`src/rtl/nipd_pkg.sv`:
```
// Package: widths, timing nominals, register indexes and window helpers for the NEC IR decoder.
`timescale 1ns / 1ps

package nipd_pkg;

  localparam int FIELD_BITS    = 16;
  localparam int DURATION_BITS = 16;
  localparam int WORD_BITS     = 2 * FIELD_BITS;
  localparam int COUNT_BITS    = $clog2(WORD_BITS + 1);
  localparam int TOL_BITS      = 7;
  localparam int CFG_IDX_BITS  = 2;
  localparam int CFG_DATA_BITS = 16;

  // duration * 100 + 99 must fit
  localparam int PROD_BITS = DURATION_BITS + 7;

  localparam logic [CFG_IDX_BITS-1:0] CFG_TOLERANCE = 2'd0;
  localparam logic [CFG_IDX_BITS-1:0] CFG_ADDRESS   = 2'd1;
  localparam logic [CFG_IDX_BITS-1:0] CFG_COMMAND   = 2'd2;

  localparam logic [TOL_BITS-1:0] TOL_RESET = 7'd25;

  localparam logic [PROD_BITS-1:0] PCT_SCALE = PROD_BITS'(100);

  localparam logic [PROD_BITS-1:0] HDR_MARK   = PROD_BITS'(9000);
  localparam logic [PROD_BITS-1:0] HDR_SPACE  = PROD_BITS'(4500);
  localparam logic [PROD_BITS-1:0] BIT_MARK   = PROD_BITS'(560);
  localparam logic [PROD_BITS-1:0] ONE_SPACE  = PROD_BITS'(1690);

  // Window held as percent-scaled products: d passes when
  // lo <= 100*d + 99 and hi >= 100*d (same as the truncated bounds).
  typedef struct packed {
    logic [PROD_BITS-1:0] lo;
    logic [PROD_BITS-1:0] hi;
  } bounds_t;

  function automatic bounds_t win_bounds(input logic [TOL_BITS-1:0] tol,
                                         input logic [PROD_BITS-1:0] nom);
    bounds_t b;
    logic [PROD_BITS-1:0] tol_w;
    tol_w = PROD_BITS'(tol);
    if (tol_w >= PCT_SCALE) begin
      b.lo = '0;
    end else begin
      b.lo = PROD_BITS'((PCT_SCALE - tol_w) * nom);
    end
    b.hi = PROD_BITS'((PCT_SCALE + tol_w) * nom);
    return b;
  endfunction

  function automatic logic in_window(input logic [PROD_BITS-1:0] scaled,
                                     input bounds_t b);
    logic [PROD_BITS-1:0] top;
    top = scaled + PROD_BITS'(99);
    return (b.lo <= top) && (b.hi >= scaled);
  endfunction

endpackage

```
`src/rtl/nipd_if.sv`:
```
// Interfaces: pair input channel, result channel and configuration write channel.
`timescale 1ns / 1ps

interface nipd_item_if;
  logic                               valid;
  logic                               ready;
  logic [nipd_pkg::DURATION_BITS-1:0] mark_us;
  logic [nipd_pkg::DURATION_BITS-1:0] space_us;
  logic                               frame_start;

  modport source (output valid, mark_us, space_us, frame_start, input ready);
  modport sink   (input valid, mark_us, space_us, frame_start, output ready);
endinterface

interface nipd_result_if;
  logic                            valid;
  logic                            ready;
  logic                            frame_ok;
  logic [nipd_pkg::FIELD_BITS-1:0] address;
  logic [nipd_pkg::FIELD_BITS-1:0] command;
  logic                            matched;

  modport source (output valid, frame_ok, address, command, matched, input ready);
  modport sink   (input valid, frame_ok, address, command, matched, output ready);
endinterface

interface nipd_cfg_if;
  logic                               valid;
  logic                               ready;
  logic [nipd_pkg::CFG_IDX_BITS-1:0]  index;
  logic [nipd_pkg::CFG_DATA_BITS-1:0] data;

  modport source (output valid, index, data, input ready);
  modport sink   (input valid, index, data, output ready);
endinterface

```
`src/rtl/nec_ir_pulse_decoder_core.sv`:
```
// NEC infrared pulse-distance frame decoder, top level.
`timescale 1ns / 1ps

// Decodes NEC IR frames from measured mark/space pairs, one pair per beat on
// item_i. A beat with frame_start set must be the 9000/4500 us header; then
// 32 data pairs (560 us mark, 1690 us space = one, 560 us space = zero), MSB
// first, give 16 address and 16 command bits. After the 32nd bit one result
// beat is sent with frame_ok=1 and matched set when address and command equal
// the configured pair. The first bad pair gives one result with frame_ok=0
// and the bits gathered so far in place; pairs are then ignored until the
// next frame_start. A bad header gives frame_ok=0 with zero fields. Each
// duration passes within +/- tolerance_percent of nominal. Throughput is one
// pair per clock: a pair is registered on entry, then checked and shifted
// once the output register that holds any result can take it, so a beat is
// taken every cycle while the result side keeps up. Beats pass the input
// and result registers in turn. Window bounds are recomputed on a tolerance
// write, so no pair should be in flight then; writes are always accepted.
module nec_ir_pulse_decoder_core (
  input  logic             clk_i,
  input  logic             rst_ni,
  nipd_item_if.sink        item_i,
  nipd_result_if.source    res_o,
  nipd_cfg_if.sink         cfg_i
);

  localparam int W  = nipd_pkg::WORD_BITS;
  localparam int FB = nipd_pkg::FIELD_BITS;
  localparam int CB = nipd_pkg::COUNT_BITS;
  localparam int PB = nipd_pkg::PROD_BITS;
  localparam int DB = nipd_pkg::DURATION_BITS;

  // ---------------------------------------------------------------------
  // Configuration: tolerance becomes precomputed window products
  // ---------------------------------------------------------------------
  nipd_pkg::bounds_t hdr_mark_q, hdr_space_q, bit_mark_q, one_space_q;
  logic [FB-1:0]     match_addr_q, match_cmd_q;
  logic              cfg_we;
  logic [nipd_pkg::TOL_BITS-1:0] cfg_tol;

  assign cfg_i.ready = 1'b1;
  assign cfg_we      = cfg_i.valid && cfg_i.ready;
  assign cfg_tol     = cfg_i.data[nipd_pkg::TOL_BITS-1:0];

  always_ff @(posedge clk_i or negedge rst_ni) begin
    if (!rst_ni) begin
      hdr_mark_q   <= nipd_pkg::win_bounds(nipd_pkg::TOL_RESET, nipd_pkg::HDR_MARK);
      hdr_space_q  <= nipd_pkg::win_bounds(nipd_pkg::TOL_RESET, nipd_pkg::HDR_SPACE);
      bit_mark_q   <= nipd_pkg::win_bounds(nipd_pkg::TOL_RESET, nipd_pkg::BIT_MARK);
      one_space_q  <= nipd_pkg::win_bounds(nipd_pkg::TOL_RESET, nipd_pkg::ONE_SPACE);
      match_addr_q <= '0;
      match_cmd_q  <= '0;
    end else if (cfg_we) begin
      case (cfg_i.index)
        nipd_pkg::CFG_TOLERANCE: begin
          hdr_mark_q  <= nipd_pkg::win_bounds(cfg_tol, nipd_pkg::HDR_MARK);
          hdr_space_q <= nipd_pkg::win_bounds(cfg_tol, nipd_pkg::HDR_SPACE);
          bit_mark_q  <= nipd_pkg::win_bounds(cfg_tol, nipd_pkg::BIT_MARK);
          one_space_q <= nipd_pkg::win_bounds(cfg_tol, nipd_pkg::ONE_SPACE);
        end
        nipd_pkg::CFG_ADDRESS: begin
          match_addr_q <= FB'(cfg_i.data);
        end
        nipd_pkg::CFG_COMMAND: begin
          match_cmd_q <= FB'(cfg_i.data);
        end
        default: begin
          // unknown index: write dropped
        end
      endcase
    end
  end

  // ---------------------------------------------------------------------
  // Input register
  // ---------------------------------------------------------------------
  logic          s1_valid_q;
  logic [DB-1:0] s1_mark_q, s1_space_q;
  logic          s1_start_q;
  logic          res_valid_q;
  logic          proc;       // s1 beat is processed this cycle
  logic          in_fire;

  assign proc         = s1_valid_q && (!res_valid_q || res_o.ready);
  assign item_i.ready = !s1_valid_q || proc;
  assign in_fire      = item_i.valid && item_i.ready;

  always_ff @(posedge clk_i or negedge rst_ni) begin
    if (!rst_ni) begin
      s1_valid_q <= 1'b0;
    end else if (in_fire) begin
      s1_valid_q <= 1'b1;
    end else if (proc) begin
      s1_valid_q <= 1'b0;
    end
  end

  always_ff @(posedge clk_i) begin
    if (in_fire) begin
      s1_mark_q  <= item_i.mark_us;
      s1_space_q <= item_i.space_us;
      s1_start_q <= item_i.frame_start;
    end
  end

  // ---------------------------------------------------------------------
  // Pattern match: durations scaled by 100 against the window products
  // ---------------------------------------------------------------------
  logic [PB-1:0] mark_sc, space_sc;
  logic          hdr_fit, one_fit, zero_fit;

  assign mark_sc  = PB'(s1_mark_q) * nipd_pkg::PCT_SCALE;
  assign space_sc = PB'(s1_space_q) * nipd_pkg::PCT_SCALE;

  assign hdr_fit  = nipd_pkg::in_window(mark_sc, hdr_mark_q) &&
                    nipd_pkg::in_window(space_sc, hdr_space_q);
  // zero space shares the 560 us nominal with the bit mark
  assign one_fit  = nipd_pkg::in_window(mark_sc, bit_mark_q) &&
                    nipd_pkg::in_window(space_sc, one_space_q);
  assign zero_fit = nipd_pkg::in_window(mark_sc, bit_mark_q) &&
                    nipd_pkg::in_window(space_sc, bit_mark_q);

  // ---------------------------------------------------------------------
  // Frame state and result assembly
  // ---------------------------------------------------------------------
  logic          active_q, active_d;
  logic [CB-1:0] count_q, count_d;
  logic [W-1:0]  shift_q, shift_d;
  logic [W-1:0]  aligned;    // partial bits moved to their final place
  logic [W-1:0]  word;
  logic          emit, ok;

  assign aligned = shift_q << (CB'(W) - count_q);

  always_comb begin
    active_d = active_q;
    count_d  = count_q;
    shift_d  = shift_q;
    emit     = 1'b0;
    ok       = 1'b0;
    word     = aligned;
    if (s1_start_q) begin
      count_d = '0;
      shift_d = '0;
      word    = '0;
      if (hdr_fit) begin
        active_d = 1'b1;
      end else begin
        active_d = 1'b0;
        emit     = 1'b1;
      end
    end else if (active_q) begin
      if (one_fit || zero_fit) begin
        shift_d = {shift_q[W-2:0], one_fit};
        count_d = count_q + CB'(1);
        if (count_d == CB'(W)) begin
          active_d = 1'b0;
          emit     = 1'b1;
          ok       = 1'b1;
          word     = shift_d;
        end
      end else begin
        active_d = 1'b0;
        emit     = 1'b1;
      end
    end
  end

  always_ff @(posedge clk_i or negedge rst_ni) begin
    if (!rst_ni) begin
      active_q <= 1'b0;
      count_q  <= '0;
      shift_q  <= '0;
    end else if (proc) begin
      active_q <= active_d;
      count_q  <= count_d;
      shift_q  <= shift_d;
    end
  end

  // ---------------------------------------------------------------------
  // Result register
  // ---------------------------------------------------------------------
  logic          res_ok_q, res_match_q;
  logic [FB-1:0] res_addr_q, res_cmd_q;

  always_ff @(posedge clk_i or negedge rst_ni) begin
    if (!rst_ni) begin
      res_valid_q <= 1'b0;
    end else if (proc) begin
      res_valid_q <= emit;
    end else if (res_o.ready) begin
      res_valid_q <= 1'b0;
    end
  end

  always_ff @(posedge clk_i) begin
    if (proc && emit) begin
      res_ok_q    <= ok;
      res_addr_q  <= word[W-1:FB];
      res_cmd_q   <= word[FB-1:0];
      res_match_q <= ok && (word[W-1:FB] == match_addr_q) &&
                     (word[FB-1:0] == match_cmd_q);
    end
  end

  assign res_o.valid    = res_valid_q;
  assign res_o.frame_ok = res_ok_q;
  assign res_o.address  = res_addr_q;
  assign res_o.command  = res_cmd_q;
  assign res_o.matched  = res_match_q;

  // ---------------------------------------------------------------------
  // Assertions
  // ---------------------------------------------------------------------
  a_count_range: assert property (@(posedge clk_i) disable iff (!rst_ni)
    count_q <= CB'(W))
    else $error("bit count beyond frame length");

  a_match_needs_ok: assert property (@(posedge clk_i) disable iff (!rst_ni)
    res_valid_q |-> (!res_match_q || res_ok_q))
    else $error("match flagged on an abandoned frame");

  a_stall_holds_pair: assert property (@(posedge clk_i) disable iff (!rst_ni)
    (s1_valid_q && res_valid_q && !res_o.ready) |=> s1_valid_q && $stable(count_q))
    else $error("pending pair lost or state moved while result stalled");

  a_full_frame_result: assert property (@(posedge clk_i) disable iff (!rst_ni)
    (proc && !s1_start_q && active_q && (one_fit || zero_fit) &&
     count_q == CB'(W - 1)) |=> res_valid_q && res_ok_q)
    else $error("last data bit did not produce a good result");

endmodule
```
`src/flat_wrapper.sv`:
```
// flat-port wrapper written by rule: the top's interface ports become plain ports
module nec_ir_pulse_decoder_core_flat 
  (clk_i, rst_ni, item_i_valid, item_i_mark_us, item_i_space_us, item_i_frame_start, item_i_ready, res_o_valid, res_o_frame_ok, res_o_address, res_o_command, res_o_matched, res_o_ready, cfg_i_valid, cfg_i_index, cfg_i_data, cfg_i_ready);
  nipd_item_if item_i_i ();
  nipd_result_if res_o_i ();
  nipd_cfg_if cfg_i_i ();
  input  logic clk_i;
  input  logic rst_ni;
  input wire logic [$bits(item_i_i.valid)-1:0] item_i_valid;
  input wire logic [$bits(item_i_i.mark_us)-1:0] item_i_mark_us;
  input wire logic [$bits(item_i_i.space_us)-1:0] item_i_space_us;
  input wire logic [$bits(item_i_i.frame_start)-1:0] item_i_frame_start;
  output wire logic [$bits(item_i_i.ready)-1:0] item_i_ready;
  output wire logic [$bits(res_o_i.valid)-1:0] res_o_valid;
  output wire logic [$bits(res_o_i.frame_ok)-1:0] res_o_frame_ok;
  output wire logic [$bits(res_o_i.address)-1:0] res_o_address;
  output wire logic [$bits(res_o_i.command)-1:0] res_o_command;
  output wire logic [$bits(res_o_i.matched)-1:0] res_o_matched;
  input wire logic [$bits(res_o_i.ready)-1:0] res_o_ready;
  input wire logic [$bits(cfg_i_i.valid)-1:0] cfg_i_valid;
  input wire logic [$bits(cfg_i_i.index)-1:0] cfg_i_index;
  input wire logic [$bits(cfg_i_i.data)-1:0] cfg_i_data;
  output wire logic [$bits(cfg_i_i.ready)-1:0] cfg_i_ready;
  assign item_i_i.valid = item_i_valid;
  assign item_i_i.mark_us = item_i_mark_us;
  assign item_i_i.space_us = item_i_space_us;
  assign item_i_i.frame_start = item_i_frame_start;
  assign item_i_ready = item_i_i.ready;
  assign res_o_valid = res_o_i.valid;
  assign res_o_frame_ok = res_o_i.frame_ok;
  assign res_o_address = res_o_i.address;
  assign res_o_command = res_o_i.command;
  assign res_o_matched = res_o_i.matched;
  assign res_o_i.ready = res_o_ready;
  assign cfg_i_i.valid = cfg_i_valid;
  assign cfg_i_i.index = cfg_i_index;
  assign cfg_i_i.data = cfg_i_data;
  assign cfg_i_ready = cfg_i_i.ready;
  nec_ir_pulse_decoder_core u_core (.clk_i(clk_i), .rst_ni(rst_ni), .item_i(item_i_i), .res_o(res_o_i), .cfg_i(cfg_i_i));
endmodule
```
`config.mk`:
```
export PLATFORM = sky130hd
export DESIGN_NAME = nec_ir_pulse_decoder_core_flat
export DESIGN_NICKNAME = d
export VERILOG_FILES = /design/src/rtl/nipd_pkg.sv /design/src/rtl/nipd_if.sv /design/src/rtl/nec_ir_pulse_decoder_core.sv /design/src/flat_wrapper.sv
export SDC_FILE = /design/constraint.sdc
export NUM_CORES = 1
export LEC_CHECK = 0
export ABC_AREA = 1
export BUFFER_PORTS_ARGS = -buffer_cell sky130_fd_sc_hd__buf_2
export CORE_ASPECT_RATIO = 0.9
export CORE_MARGIN = 3
export CORE_UTILIZATION = 46
export CTS_BUF_LIST = sky130_fd_sc_hd__clkbuf_4 sky130_fd_sc_hd__clkbuf_8 sky130_fd_sc_hd__clkbuf_16
export DETAILED_ROUTE_END_ITERATION = 8
export GPL_TIMING_DRIVEN = 1
export PLACE_DENSITY = 0.61
export RECOVER_POWER = 100
export SETUP_SLACK_MARGIN = 0.3
export SYNTH_ARGS = -nofsm -noshare
export SYNTH_HDL_FRONTEND = slang
export SYNTH_SLANG_ARGS = --single-unit
```
`constraint.sdc`:
```
create_clock -name clk_i -period 18.2 [get_ports clk_i]
set_input_delay 1.82 -clock clk_i [delete_from_list [all_inputs] [get_ports clk_i]]
set_output_delay 1.82 -clock clk_i [all_outputs]
set_load 0.01 [all_outputs]
```
# Word level (Yosys, flattened, before mapping)
# Cells that the tools add are included.
[word_totals]
regBits = 314
input_bits = 56
out_inout_bits = 37
[classes]
n_addsub = 6
n_reduce_logical = 27
n_eq_ne = 5
n_lt_le_gt_ge = 11
n_mul = 10
n_mux = 31
shifts = 1
[ops]
columns = ["cell", "n"]
rows = [
  ["2-to-1 mux 32 bit", 7],
  ["greater-or-equal comparator 23 bit", 5],
  ["<= comparator 23 bit", 5],
  ["2-to-1 mux 23 bit", 4],
  ["adder 23 x 7 -> 23 bit (second input constant)", 2],
  ["multiplier 23 x 10 -> 22 bit (second input constant)", 2],
  ["multiplier 23 x 11 -> 20 bit (second input constant)", 2],
  ["multiplier 23 x 11 -> 21 bit (second input constant)", 2],
  ["multiplier 23 x 6 -> 19 bit (second input constant)", 2],
  ["multiplier 16 x 5 -> 21 bit (second input constant)", 2],
  ["equality test 16 bit", 2],
  ["left shift 32 x 6 -> 32 bit", 1],
  ["2-to-1 mux 6 bit", 3],
  ["2-to-1 mux 1 bit", 17],
  ["logical AND 1 bit", 13],
  ["adder 7 x 7 -> 8 bit (first input constant)", 1],
  ["nonzero test 2 bit", 4],
  ["subtractor 7 x 7 -> 8 bit (first input constant)", 1],
  ["greater-or-equal comparator 7 bit (second input constant)", 1],
  ["adder 6 x 1 -> 6 bit (second input constant)", 1],
  ["equality test 6 bit (second input constant)", 1],
  ["AND reduction 2 bit", 3],
  ["subtractor 6 bit (first input constant)", 1],
  ["logical OR 1 bit", 3],
  ["other kinds (5)", 6],
]

# Longest topological paths before layout
# Gate-level depths: netlist of run 1.
[depth]
word_depth = 12
mapped_depth = 45
ltp_nobuf = 45

# Worst setup path before layout of run 1
# No wires, ideal clock.
[synth_timing]
path_type = "input-to-reg"
startpoint = "input cfg_i_data[1]"
endpoint = "register u_core.one_space_q[45]"
setup_slack_ns = 10.890
required_time_ns = 18.066
path_buffers = 0
arrival_ns = 7.177
path_stages = 32
cell_sequence = "inv_1 ha_1 nand2_1 nand2_1 nand3_1 nand2_1 inv_1 ha_1 ha_1 fa_1 inv_1 fa_1 inv_1 fa_1 ha_1 inv_1 nor3_1 nor2_1 nor2_1 o21ai_0 nand2_1 nand2_1 nand2_1 nand2_1 nand2_1 nand2_1 nand2_1 a21o_1 and2_1 nor2_1 o211ai_1 o21ai_0"
[synth_via]
elab_chain_len = 3
elab_cells_between_ends = 4
classes_between = "add/sub: 1; mul: 1; order compare: 1; mux: 1"
[synth_lines]
columns = ["element", "line_no", "text"]
rows = [
  ["from (decl)", "flat_wrapper.sv:22", "input wire logic [$bits(cfg_i_i.data)-1:0] cfg_i_data;"],
  ["subtractor 7 x 7 -> 8 bit", "nipd_pkg.sv:45", "b.lo = PROD_BITS'((PCT_SCALE - tol_w) * nom);"],
  ["multiplier 23 x 10 -> 22 bit", "nipd_pkg.sv:45", ""],
  ["2-to-1 mux 23 bit *", "nipd_pkg.sv:42", "if (tol_w >= PCT_SCALE) begin"],
  ["to (signal assigned)", "nec_ir_pulse_decoder_core.sv:49", "one_space_q <= nipd_pkg::win_bounds(nipd_pkg::TOL_RESET, nipd_pkg::ONE_SPACE);"],
  ["to (signal assigned)", "nec_ir_pulse_decoder_core.sv:58", "one_space_q <= nipd_pkg::win_bounds(cfg_tol, nipd_pkg::ONE_SPACE);"],
  ["to (decl)", "nec_ir_pulse_decoder_core.sv:35", "nipd_pkg::bounds_t hdr_mark_q, hdr_space_q, bit_mark_q, one_space_q;"],
]
# Every way passes the cells marked *; elsewhere a longest branch is shown, timed or not.
# A chain may end at the register's enable or synchronous reset.

# Worst setup path in the final report of run 1
[layout_timing]
startpoint = "register u_core.s1_mark_q[3]"
endpoint = "register u_core.res_match_q (netlist: u_core.res_o.matched), data pin"
[layout_via]
elab_chain_len = 12
elab_cells_between_ends = 19
classes_between = "add/sub: 1; mul: 1; order compare: 2; eq/ne: 2; mux: 7; reduce/logical: 6"
[layout_lines]
columns = ["element", "line_no", "text"]
rows = [
  ["from (decl)", "nec_ir_pulse_decoder_core.sv:77", "logic [DB-1:0] s1_mark_q, s1_space_q;"],
  ["from (signal assigned)", "nec_ir_pulse_decoder_core.sv:99", "s1_mark_q <= item_i.mark_us;"],
  ["multiplier 16 x 5 -> 21 bit *", "nec_ir_pulse_decoder_core.sv:111", "assign mark_sc = PB'(s1_mark_q) * nipd_pkg::PCT_SCALE;"],
  ["adder 23 x 7 -> 23 bit", "nipd_pkg.sv:54", "top = scaled + PROD_BITS'(99);"],
  ["<= comparator 23 bit", "nipd_pkg.sv:55", "return (b.lo <= top) && (b.hi >= scaled);"],
  ["logical AND 1 bit *", "nipd_pkg.sv:55", ""],
  ["logical AND 1 bit (on tied branches)", "nec_ir_pulse_decoder_core.sv:117, nec_ir_pulse_decoder_core.sv:119", ""],
  ["logical OR 1 bit", "nec_ir_pulse_decoder_core.sv:152", "if (one_fit || zero_fit) begin"],
  ["2-to-1 mux 32 bit", "nec_ir_pulse_decoder_core.sv:152", ""],
  ["2-to-1 mux 32 bit", "nec_ir_pulse_decoder_core.sv:151", "end else if (active_q) begin"],
  ["2-to-1 mux 32 bit", "nec_ir_pulse_decoder_core.sv:141", "if (s1_start_q) begin"],
  ["equality test 16 bit", "nec_ir_pulse_decoder_core.sv:201", "res_match_q <= ok && (word[W-1:FB] == match_addr_q) &&"],
  ["logical AND 1 bit", "nec_ir_pulse_decoder_core.sv:201", ""],
  ["logical AND 1 bit *", "nec_ir_pulse_decoder_core.sv:201", ""],
  ["to (signal assigned)", "nec_ir_pulse_decoder_core.sv:201", ""],
  ["to (decl)", "nec_ir_pulse_decoder_core.sv:183", "logic res_ok_q, res_match_q;"],
]
# Marks and branches as above.

==> reports/qor.yml, run 1 <==
ys_seq_elements: 247
max_slew_margin_pct: -202
dp.cells: 4238
core_sq_um: 57300
p_leak_nw: 15.6
antenna_found_initial: 4
drt_iter0_drc: 1810
initial_core_util_pct: 46.7
drt-total-wl_um: 75900
synthTopCellsByArea: "ha_1, dfrtp_1, nand2_1"
hp-class: "reg2reg"
maxSlewViolCount: 540
globalRouteOverflowTotal: 0
cp-startpoint: "u_core.s1_mark_q[3]"
seqPwrFrac_pct: 18.6
root_buffer: "clkbuf_16"
yosys_warnings: 0
grt.busiest_layer: "met1"
r2r_cells: 36
worst_pin_slew_ns: 4.53
htree_levels: 1
p_total_mw: 4.85
die-area_sq_um: 61100
hold_viol_final: 0
grt_use_met1_pct: 39.1
min_period_ns: 9.48
combinationalPowerShare_pct: 67.3
dr.pass1.iters: 6
use_met3_pct: 3.89
post_cts_buffers: 0
ioPinCount: 93
grt_pass1_vias: 21316
ir_drop_mv: 0.0892
critPathSlowestCell: "nor2_1"
status: "finished with violations"
crit_family: "simple AND/OR/NAND/NOR gates"
synth_top_area_cell: "ha_1"
rsz0062_at_grt: "false"
utilization_pct: 50.6
wire_per_inst_um: 17.7
grt_pass1_wl_um: 120000
cts_buffers: 29
stdcell_count: 4296
dp_hpwl_um: 61900
cellPowerDensity_nw_per_um2: 167
netlist_area_sq_um: 26800
syn_inst: 3442
synthToLayoutAreaGrowth_pct: 8.33
grt_max_degree: 93
viasPerCell: 5.26
reg2reg_to: "u_core.res_o.matched"
violations: "max-capacitance violations, max-slew violations"
synthTopCellsByCount: "nand2_1, inv_1, ha_1, o21ai_0, nor2_1"
synth_ff_type: "dfrtp_1"
setup_viol: 0
clockBufferDepth: 3
synth_cell_type_count: 60
crit_top_cell: "nand2_1"
cp_max_fo: 23
worst-path-stages: 36
drive_above_1_share_pct: 5.95
path_buf_inv: 5
synth_edf_count: 67
cts_tree: "done"
max_stage_delay_ns: 1.40
reg2reg_from: "u_core.s1_mark_q[3]"
timing.max_cap.violations: 12
nets: 4147
route.antenna.remaining_nets: 0
pwr-share-clk_pct: 14.1
clock_sinks: 247
clk_latency_ns: 0.60
worstPathArrival_ns: 9.84
syn_nets: 4085
vias: 22577
tns_ns: 0
min_period_over_period_pct: 52.1
met2_usage_pct: 35.9
yosysMostFrequentCell: "nand2_1"
criticalPathCategory: "reg2reg"
swShare_pct: 52.4
switching_power_mw: 2.54
io_buffers: 91
cp-start-kind: "flop"
drcViolationCount: 0
power.internal_mw: 2.31
endpoint: "u_core.res_o.matched"
worstSetupEndpointType: "flop"
post_synth.cell_area_avg_sq_um: 7.78
rows: 83
ctsHoldBuffers: 0
clkSlewWorstSetupHoldPaths_ns: 0.07
postCtsResizedCells: 0
die_w_um: 260
synth-async-reset-ratio_pct: 72.9
skew_ns: 0.0217
yosysSeqAreaShare_pct: 24.5
fmax_mhz: 105
r2r_slack_ns: 8.72
synth_top_area_share_pct: 22.7
place_congestion: 0.986
die_h_um: 235
fillers: 5767
cp.required_ns: 18.56
grt_usage_pct: 24.9
-- cells by family after synthesis --
kind of cell             after synthesis  share of synthesized area, %
XOR/XNOR                              88                          2.94
flip-flops                           247                          24.5
other                                  2                        0.0281
adder cells (fa/ha/maj)              587                          30.3
AO/OA/AOI/OAI                        545                          11.5
multiplexers                          21                         0.785
buffers and inverters                707                          10.0
AND/OR/NAND/NOR                     1245                          19.9
-- how the worst min path moves through the flow --
| stage | start | end | slack [ns] | cells past startpoint |
|---|---|---|---|---|
| CTS | u_core.one_space_q[5] | u_core.one_space_q[5] | 0.48 | 2 |
| floorplan | u_core.one_space_q[4] | u_core.one_space_q[4] | 0.45 | 2 |
| finish | u_core.one_space_q[5] | u_core.one_space_q[5] | 0.47 | 2 |
| global placement | u_core.one_space_q[4] | u_core.one_space_q[4] | 0.46 | 2 |
| detailed placement | u_core.one_space_q[5] | u_core.one_space_q[5] | 0.47 | 2 |
| global route | u_core.one_space_q[4] | u_core.one_space_q[4] | 0.50 | 2 |
-- power by group through the flow --
stage / clock (mW) / sequential (mW) / combinational [mW]
6_report: 0.681 / 0.902 / 3.26
5_1_grt: 0.719 / 0.918 / 3.74
4_1_cts: 0.697 / 0.899 / 3.23
3_5_place_dp: 0 / 0.906 / 3.20
3_3_place_gp: 0 / 0.907 / 3.18
2_1_floorplan: 0 / 0.847 / 2.36
-- worst register-to-register path: cells and delay by family (launching register included) --
family	cells	cell delay (ns)
xor gates and xnor gates	2	0.90
and+or+nand+nor	18	3.52
buffers and inverters	5	0.35
AOI/OAI and AO/OA	6	2.21
adders and majority gates	5	1.81
DFF	1	0.46
-- per-layer routing --
| layer | vias to the layer above | wire [um] |
|---|---|---|
| met2 | 519 | 31200 |
| li1 | 11394 | - |
| met5 | - | 0 |
| met3 | 81 | 4840 |
| met4 | 0 | 1510 |
| met1 | 10583 | 38400 |
-- cell usage in the layout (no fill, tap or decap), types with 6 or more instances in the layout --
master     instances
edfxtp_1          67
mux2i_1           21
fa_1             102
clkbuf_4           6
a31oi_1            7
dfstp_2           41
xnor2_1           28
buf_2             52
nand3b_1          13
o211ai_1          14
nor2_2             7
a211oi_1           7
a21oi_1          156
ha_1             485
nor3_1            21
dfrtp_1          139
o31ai_1           23
or2_2              7
clkbuf_1          49
a21boi_0           7
nand2_2           14
clkbuf_16         30
buf_4             10
nor2_1           189
inv_1            622
o21a_1             8
xor2_1            57
bufinv_16          7
nand3_1          172
a22o_1             9
nand2_1          744
nand4_1           54
o21bai_1          16
o21ai_0          266
-- layout make-up --
class,count,area (sq um),share of cell area (%)
sequential,247,6570,22.6
timing repair buffer,111,519,1.79
clock buffer,39,837,2.89
antenna,4,10.0,0.0345
clock inverter,15,268,0.923
inverter,627,2350,8.12
multi-input combinational,2488,17500,60.3
tap,765,957,3.30
-- through the flow --
step	hold slack, ns	cell area [sq um]	worst slack [ns]
5_1_grt	0.505	29000	8.03
3_3_place_gp	0.462	28000	10.15
6_report	0.474	29000	8.72
3_5_place_dp	0.467	28000	10.08
4_1_cts	0.478	29100	10.61
2_1_floorplan	0.450	26800	10.89
-- state kept, by name, indices dropped and copies added (netlist names), 2 cells and up --
name	cells
u_core.bit_mark_q	31
u_core.count_q	6
u_core.hdr_mark_q	38
u_core.hdr_space_q	2
u_core.match_addr_q	16
u_core.match_cmd_q	16
u_core.one_space_q	36
u_core.res_o.address	16
u_core.res_o.command	16
u_core.s1_mark_q	16
u_core.s1_space_q	16
u_core.shift_q	32
Note: power is estimated with default switching activity, not from simulation.
==> run 2: changes to the inputs <==
clock period = 9.65 ns   (was 18.2 ns; I/O delays follow)
==> run 2 against run 1 <==
  * The flow still finishes with violations (max-capacitance violations, max-slew violations)
  * Non-clock buffer count rose by 2
  * Cell count grew 0.12%
  * Combinational power up 88%
  * Sequential power is 91% higher
  * Total power increased by 88%
  * Register-to-register slack got worse by 6.9 ns
  * Critical path type unchanged
  * Highest routed layer unchanged
==> reports/qor.yml, run 2 (synthesized netlist as in run 1, its figures left out) <==
cp.required_ns: 10.09  # was 18.56 ns
reg_top3: "u_core.hdr_mark_q: 38 flops, u_core.one_space_q: 36 flops, u_core.shift_q: 32 flops"  # unchanged
clockBufferDepth: 3  # unchanged
crit_family: "simple AND/OR/NAND/NOR gates"  # unchanged
initial_core_util_pct: 46.7  # unchanged
ff_latch_area_sq_um: 6570  # unchanged
worst-path-stages: 34  # was 36
layout_commonest_cell: "nand2_1"  # unchanged
wire_per_inst_um: 18.0  # was 17.7 um
combinationalPowerShare_pct: 67.2  # was 67.3%
reg2reg_to: "u_core.shift_q[20]"  # was u_core.res_o.matched
r2r_cells: 34  # was 36
min_period_ns: 7.83  # was 9.48 ns
vias: 22680  # was 22.6k
final_cell_mix: "nand2_1, inv_1, ha_1"  # unchanged
die_w_um: 260  # unchanged
rows: 83  # unchanged
clkSlewWorstSetupHoldPaths_ns: 0.06  # was 0.07 ns
synthToLayoutAreaGrowth_pct: 8.45  # was 8.33%
drcViolationCount: 0  # unchanged
place_ws_ns: 2.47  # was 10.08 ns
worstPathArrival_ns: 8.27  # was 9.84 ns
seqPwrFrac_pct: 18.8  # was 18.6%
violations: "max-capacitance violations, max-slew violations"  # unchanged
timing.max_cap.violations: 10  # was 12
cts_tree: "done"  # unchanged
hp-class: "reg2reg"  # unchanged
fillers: 5718  # was 5767
io_buffers: 91  # unchanged
switching_power_mw: 4.80  # was 2.54 mW
swShare_pct: 52.5  # was 52.4%
max_slew_margin_pct: -225  # was -202%
largest_reg_flops: 38  # unchanged
dp_hpwl_um: 62800  # was 61900 um
whs_path_depth: 2  # unchanged
die-area_sq_um: 61100  # unchanged
reg2reg_from: "u_core.s1_space_q[0]"  # was u_core.s1_mark_q[3]
hold_path.startpoint: "u_core.one_space_q[4]"  # was u_core.one_space_q[5]
clock_sinks: 247  # unchanged
tns_ns: 0  # unchanged
multiInputGateArea_sq_um: 17500  # about the same
hold_viol_final: 0  # unchanged
criticalPathCategory: "reg2reg"  # unchanged
drt-total-wl_um: 77600  # was 75900 um
postCtsResizedCells: 0  # unchanged
power.internal_mw: 4.34  # was 2.31 mW
ioPinCount: 93  # unchanged
route.antenna.remaining_nets: 0  # unchanged
grt_usage_pct: 25.3  # was 24.9%
ctsHoldBuffers: 0  # unchanged
place_congestion: 0.968  # was 0.986
cp_max_fo: 60  # was 23
r2r_slack_ns: 1.82  # was 8.72 ns
cts_buffers: 31  # was 29
fmax_mhz: 128  # was 105 MHz
grt_pass1_wl_um: 122000  # was 120000 um
htree_levels: 1  # unchanged
cp-start-kind: "flop"  # unchanged
globalRouteOverflowTotal: 0  # unchanged
largest-register: "u_core.hdr_mark_q"  # unchanged
cellPowerDensity_nw_per_um2: 315  # was 167 nW/um^2
grt_max_degree: 86  # was 93
max_stage_delay_ns: 0.81  # was 1.40 ns
status: "finished with violations"  # unchanged
finalWorstSetupSlack_ns: 1.82  # was 8.72 ns
crit_top_cell: "nand2_1"  # unchanged
worstSetupEndpointType: "flop"  # unchanged
setup_viol: 0  # unchanged
die_h_um: 235  # unchanged
core_sq_um: 57300  # unchanged
p_leak_nw: 15.6  # about the same
drive_above_1_share_pct: 6.11  # was 5.95%
ir_drop_mv: 0.149  # was 0.0892 mV
path_buf_inv: 6  # was 5
post_cts_buffers: 0  # unchanged
root_buffer: "clkbuf_16"  # unchanged
drt_iter0_drc: 1886  # was 1810
viasPerCell: 5.27  # was 5.26
min_period_over_period_pct: 81.1  # was 52.1%
grt_pass1_vias: 21531  # was 21.3k
rsz0062_at_grt: "false"  # unchanged
hold_end: "u_core.one_space_q[4]"  # was u_core.one_space_q[5]
skew_ns: 0.0375  # was 0.0217 ns
nets: 4151  # was 4147
clk_latency_ns: 0.61  # was 0.60 ns
maxSlewViolCount: 487  # was 540
antenna_found_initial: 3  # was 4
pwr-share-clk_pct: 14.0  # was 14.1%
worst_pin_slew_ns: 4.88  # was 4.53 ns
critPathSlowestCell: "clkbuf_2"  # was nor2_1
dr.pass1.iters: 5  # was 6
-- run 2: worst min-delay path, stage by stage, from the launching register on --
cell and delay [ns]:
dfstp_2 0.37, nand2_1 0.06, nand2_1 0.05
-- run 2: power groups by stage --
stage | Combinational, mW | Sequential, mW | Clock, mW
4_1_cts | 6.08 | 1.71 | 1.31
2_1_floorplan | 4.45 | 1.60 | 0
5_1_grt | 7.02 | 1.74 | 1.35
6_report | 6.14 | 1.72 | 1.28
3_3_place_gp | 5.99 | 1.72 | 0
3_5_place_dp | 6.04 | 1.72 | 0
-- run 2: how the worst max path moves through the flow --
| stage | from | to | slack [ns] |
|---|---|---|---|
| after detailed placement | cfg_i_data[0] | u_core.one_space_q[45] | 2.47 |
| final | u_core.s1_space_q[0] | u_core.shift_q[20] | 1.82 |
| after floorplan | u_core.s1_mark_q[2] | u_core.res_o.address[0] | 3.10 |
| after CTS | u_core.s1_mark_q[3] | u_core.res_o.matched | 2.45 |
| after global placement | u_core.s1_mark_q[4] | u_core.res_o.matched | 2.52 |
| after global routing | u_core.s1_mark_q[2] | u_core.shift_q[25] | 1.02 |
-- run 2: per-stage QoR --
stage | hold slack, ns | area (sq um) | utilization, % | power [mW] | instances
final | 0.472 | 29000 | 50.6 | 9.14 | 4301
after global routing | 0.501 | 29000 | 50.6 | 10.1 | 4301
after CTS | 0.436 | 29200 | 50.9 | 9.11 | 4298
after detailed placement | 0.461 | 28000 | 48.9 | 7.76 | 4240
after global placement | 0.459 | 28000 | 48.9 | 7.71 | 4240
after floorplan | 0.450 | 26800 | - | 6.05 | 3442
-- run 2: final cells by class --
cell class	count	share of cell area, %
tap	765	3.30
clock inverter	17	0.758
sequential	247	22.6
timing repair buffer	113	1.84
antenna	3	0.0259
multi-input combinational	2488	60.2
clock buffer	41	3.12
inverter	627	8.11
-- run 2: layer usage --
layer  GRT usage (%)  wire, um  up-vias
met2            36.7     31800      598
met1            39.1     38600    10579
met5               0         0        -
met4            4.78      1440        0
li1                -         -    11426
met3            4.81      5650       77
==> run 3: changes to the inputs <==
clock period = 8.1 ns   (was 9.65 ns; I/O delays follow)
==> run 3 against run 2 <==
  * Cell count is essentially flat
  * The flow still finishes with violations (max-capacitance violations, max-slew violations)
  * Global-route usage is essentially flat
  * First-iteration DRC count shrank 6.0%
  * Total power grew 18%
==> reports/qor.yml, run 3 (synthesized netlist as in run 1, its figures left out) <==
rsz0062_at_grt: "true"  # was false
postPlaceCellArea_sq_um: 28100  # was 28000 sq um
route.antenna.remaining_nets: 0  # unchanged
wire_per_inst_um: 18.0  # about the same
antenna_found_initial: 0  # was 3
criticalPathCategory: "reg2reg"  # unchanged
violations: "max-capacitance violations, max-slew violations"  # unchanged
drive_above_1_share_pct: 6.34  # was 6.11%
largest-register: "u_core.hdr_mark_q"  # unchanged
cp-start-kind: "flop"  # unchanged
skew_ns: 0.0185  # was 0.0375 ns
fmax_mhz: 139  # was 128 MHz
cp.required_ns: 8.56  # was 10.09 ns
min_period_ns: 7.20  # was 7.83 ns
hp-class: "in2reg"  # was reg2reg
dp_hpwl_um: 62600  # was 62800 um
die_w_um: 260  # unchanged
synthToLayoutAreaGrowth_pct: 8.56  # was 8.45%
cts_buffers: 30  # was 31
setup_viol: 0  # unchanged
place_ws_ns: 0.818  # was 2.47 ns
worstPathArrival_ns: 7.66  # was 8.27 ns
grt_pass1_wl_um: 122000  # about the same
core_sq_um: 57300  # unchanged
initial_core_util_pct: 46.7  # unchanged
max_stage_delay_ns: 0.50  # was 0.81 ns
critPathSlowestCell: "fa_1"  # was clkbuf_2
multiInputGateArea_sq_um: 17500  # about the same
io_buffers: 91  # unchanged
nets: 4154  # was 4151
met2_usage_pct: 36.8  # was 36.7%
grt.busiest_layer: "met1"  # unchanged
cp_max_fo: 22  # was 60
timing.max_cap.violations: 5  # was 10
maxSlewViolCount: 317  # was 487
ioPinCount: 93  # unchanged
die_h_um: 235  # unchanged
die-area_sq_um: 61100  # unchanged
grt_pass1_vias: 21456  # about the same
root_buffer: "clkbuf_16"  # unchanged
cellPowerDensity_nw_per_um2: 372  # was 315 nW/um^2
ff_latch_area_sq_um: 6570  # unchanged
drcViolationCount: 0  # unchanged
final_cell_mix: "nand2_1, inv_1, ha_1"  # unchanged
grt_usage_pct: 25.3  # about the same
layout_commonest_cell: "nand2_1"  # unchanged
ctsHoldBuffers: 0  # unchanged
htree_levels: 1  # unchanged
tns_ns: 0  # unchanged
vias: 22758  # was 22.7k
drt_iter0_drc: 1772  # was 1886
reg_top3: "u_core.hdr_mark_q: 38 flops, u_core.one_space_q: 36 flops, u_core.shift_q: 32 flops"  # unchanged
status: "finished with violations"  # unchanged
max_slew_margin_pct: -321  # was -225%
largest_reg_flops: 38  # unchanged
clock_sinks: 247  # unchanged
utilization_pct: 50.7  # was 50.6%
clkSlewWorstSetupHoldPaths_ns: 0.06  # about the same
fillers: 5725  # was 5718
grt_max_degree: 112  # was 86
worst_pin_slew_ns: 6.32  # was 4.88 ns
r2r_cells: 37  # was 34
post_cts_buffers: 0  # unchanged
min_period_over_period_pct: 88.9  # was 81.1%
dr.pass1.iters: 7  # was 5
ir_drop_mv: 0.253  # was 0.149 mV
drt-total-wl_um: 77400  # was 77600 um
rows: 83  # unchanged
fin_area_sq_um: 29100  # was 29000 sq um
num_antenna_cells: 0  # was 3
worstSetupEndpointType: "flop"  # unchanged
clk_latency_ns: 0.60  # was 0.61 ns
place_congestion: 0.966  # was 0.968
grt_use_met1_pct: 39.2  # was 39.1%
clockBufferDepth: 3  # unchanged
crit_top_cell: "nand2_1"  # unchanged
use_met3_pct: 4.34  # was 4.81%
hold_viol_final: 0  # unchanged
whs_path_depth: 1  # was 2
cts_tree: "done"  # unchanged
p_leak_nw: 15.6  # about the same
globalRouteOverflowTotal: 0  # unchanged
finalWorstSetupSlack_ns: 0.901  # was 1.82 ns
viasPerCell: 5.29  # was 5.27
==> run 3: area by class of cell <==
| type | count | share of cell area (%) |
|---|---|---|
| Clock buffer | 34 | 2.85 |
| Clock inverter | 22 | 0.865 |
| Inverter | 627 | 8.10 |
| Multi-Input combinational cell | 2488 | 60.3 |
| Sequential cell | 247 | 22.6 |
| Tap cell | 765 | 3.29 |
| Timing Repair Buffer | 117 | 1.98 |
==> run 3: per-stage QoR <==
stage	power, mW	hold WS (ns)	instances
finish	10.8	0.391	4300
global route	12.0	0.362	4300
CTS	10.8	0.345	4300
detailed placement	9.21	0.469	4244
global placement	9.18	0.463	4244
floorplan	7.20	0.450	3442
==> run 3: timing repair <==
action,4_1_cts,5_1_grt
hold endpoints to repair,0,0
resized for setup,0,2
endpoints found under the setup margin,0,15
==> run 3: path summary, 6_finish.rpt <==
kind,from,end,slack [ns]
worst min register to register,u_core.one_space_q[4],u_core.one_space_q[4],0.48
worst min-delay path,item_i_space_us[9],u_core.s1_space_q[9],0.39
min in group asynchronous,rst_ni,u_core.bit_mark_q[13],2.58
worst max register to register,u_core.s1_mark_q[4],u_core.res_o.matched,0.90
worst max-delay path,u_core.s1_mark_q[4],u_core.res_o.matched,0.90
max in group asynchronous,rst_ni,u_core.match_cmd_q[8],1.97
==> run 3: power by group <==
group          total [mW]  internal (mW)  switching (mW)
registers            2.05           1.69           0.365
logic                7.27           2.55            4.72
clock network        1.49          0.871           0.618
total                10.8           5.11            5.70
==> run 3: per-layer routing <==
metal / share of wire [%] / routed length, um / up-vias
li1: - / - / 11418
met4: 2.2 / 1680 / 0
met1: 49 / 38100 / 10659
met2: 41 / 32000 / 590
met5: 0 / 0 / -
met3: 7.3 / 5660 / 91
==> run 3: worst max-delay path, delay by kind of cell, from the launching register on <==
| kind | cells | cell delay (ns) |
|---|---|---|
| xor gates and xnor gates | 2 | 0.59 |
| and+or+nand+nor | 21 | 2.87 |
| buffers and inverters | 4 | 0.28 |
| adders and majority gates | 5 | 1.75 |
| DFF | 1 | 0.46 |
| AOI/OAI and AO/OA | 5 | 1.07 |
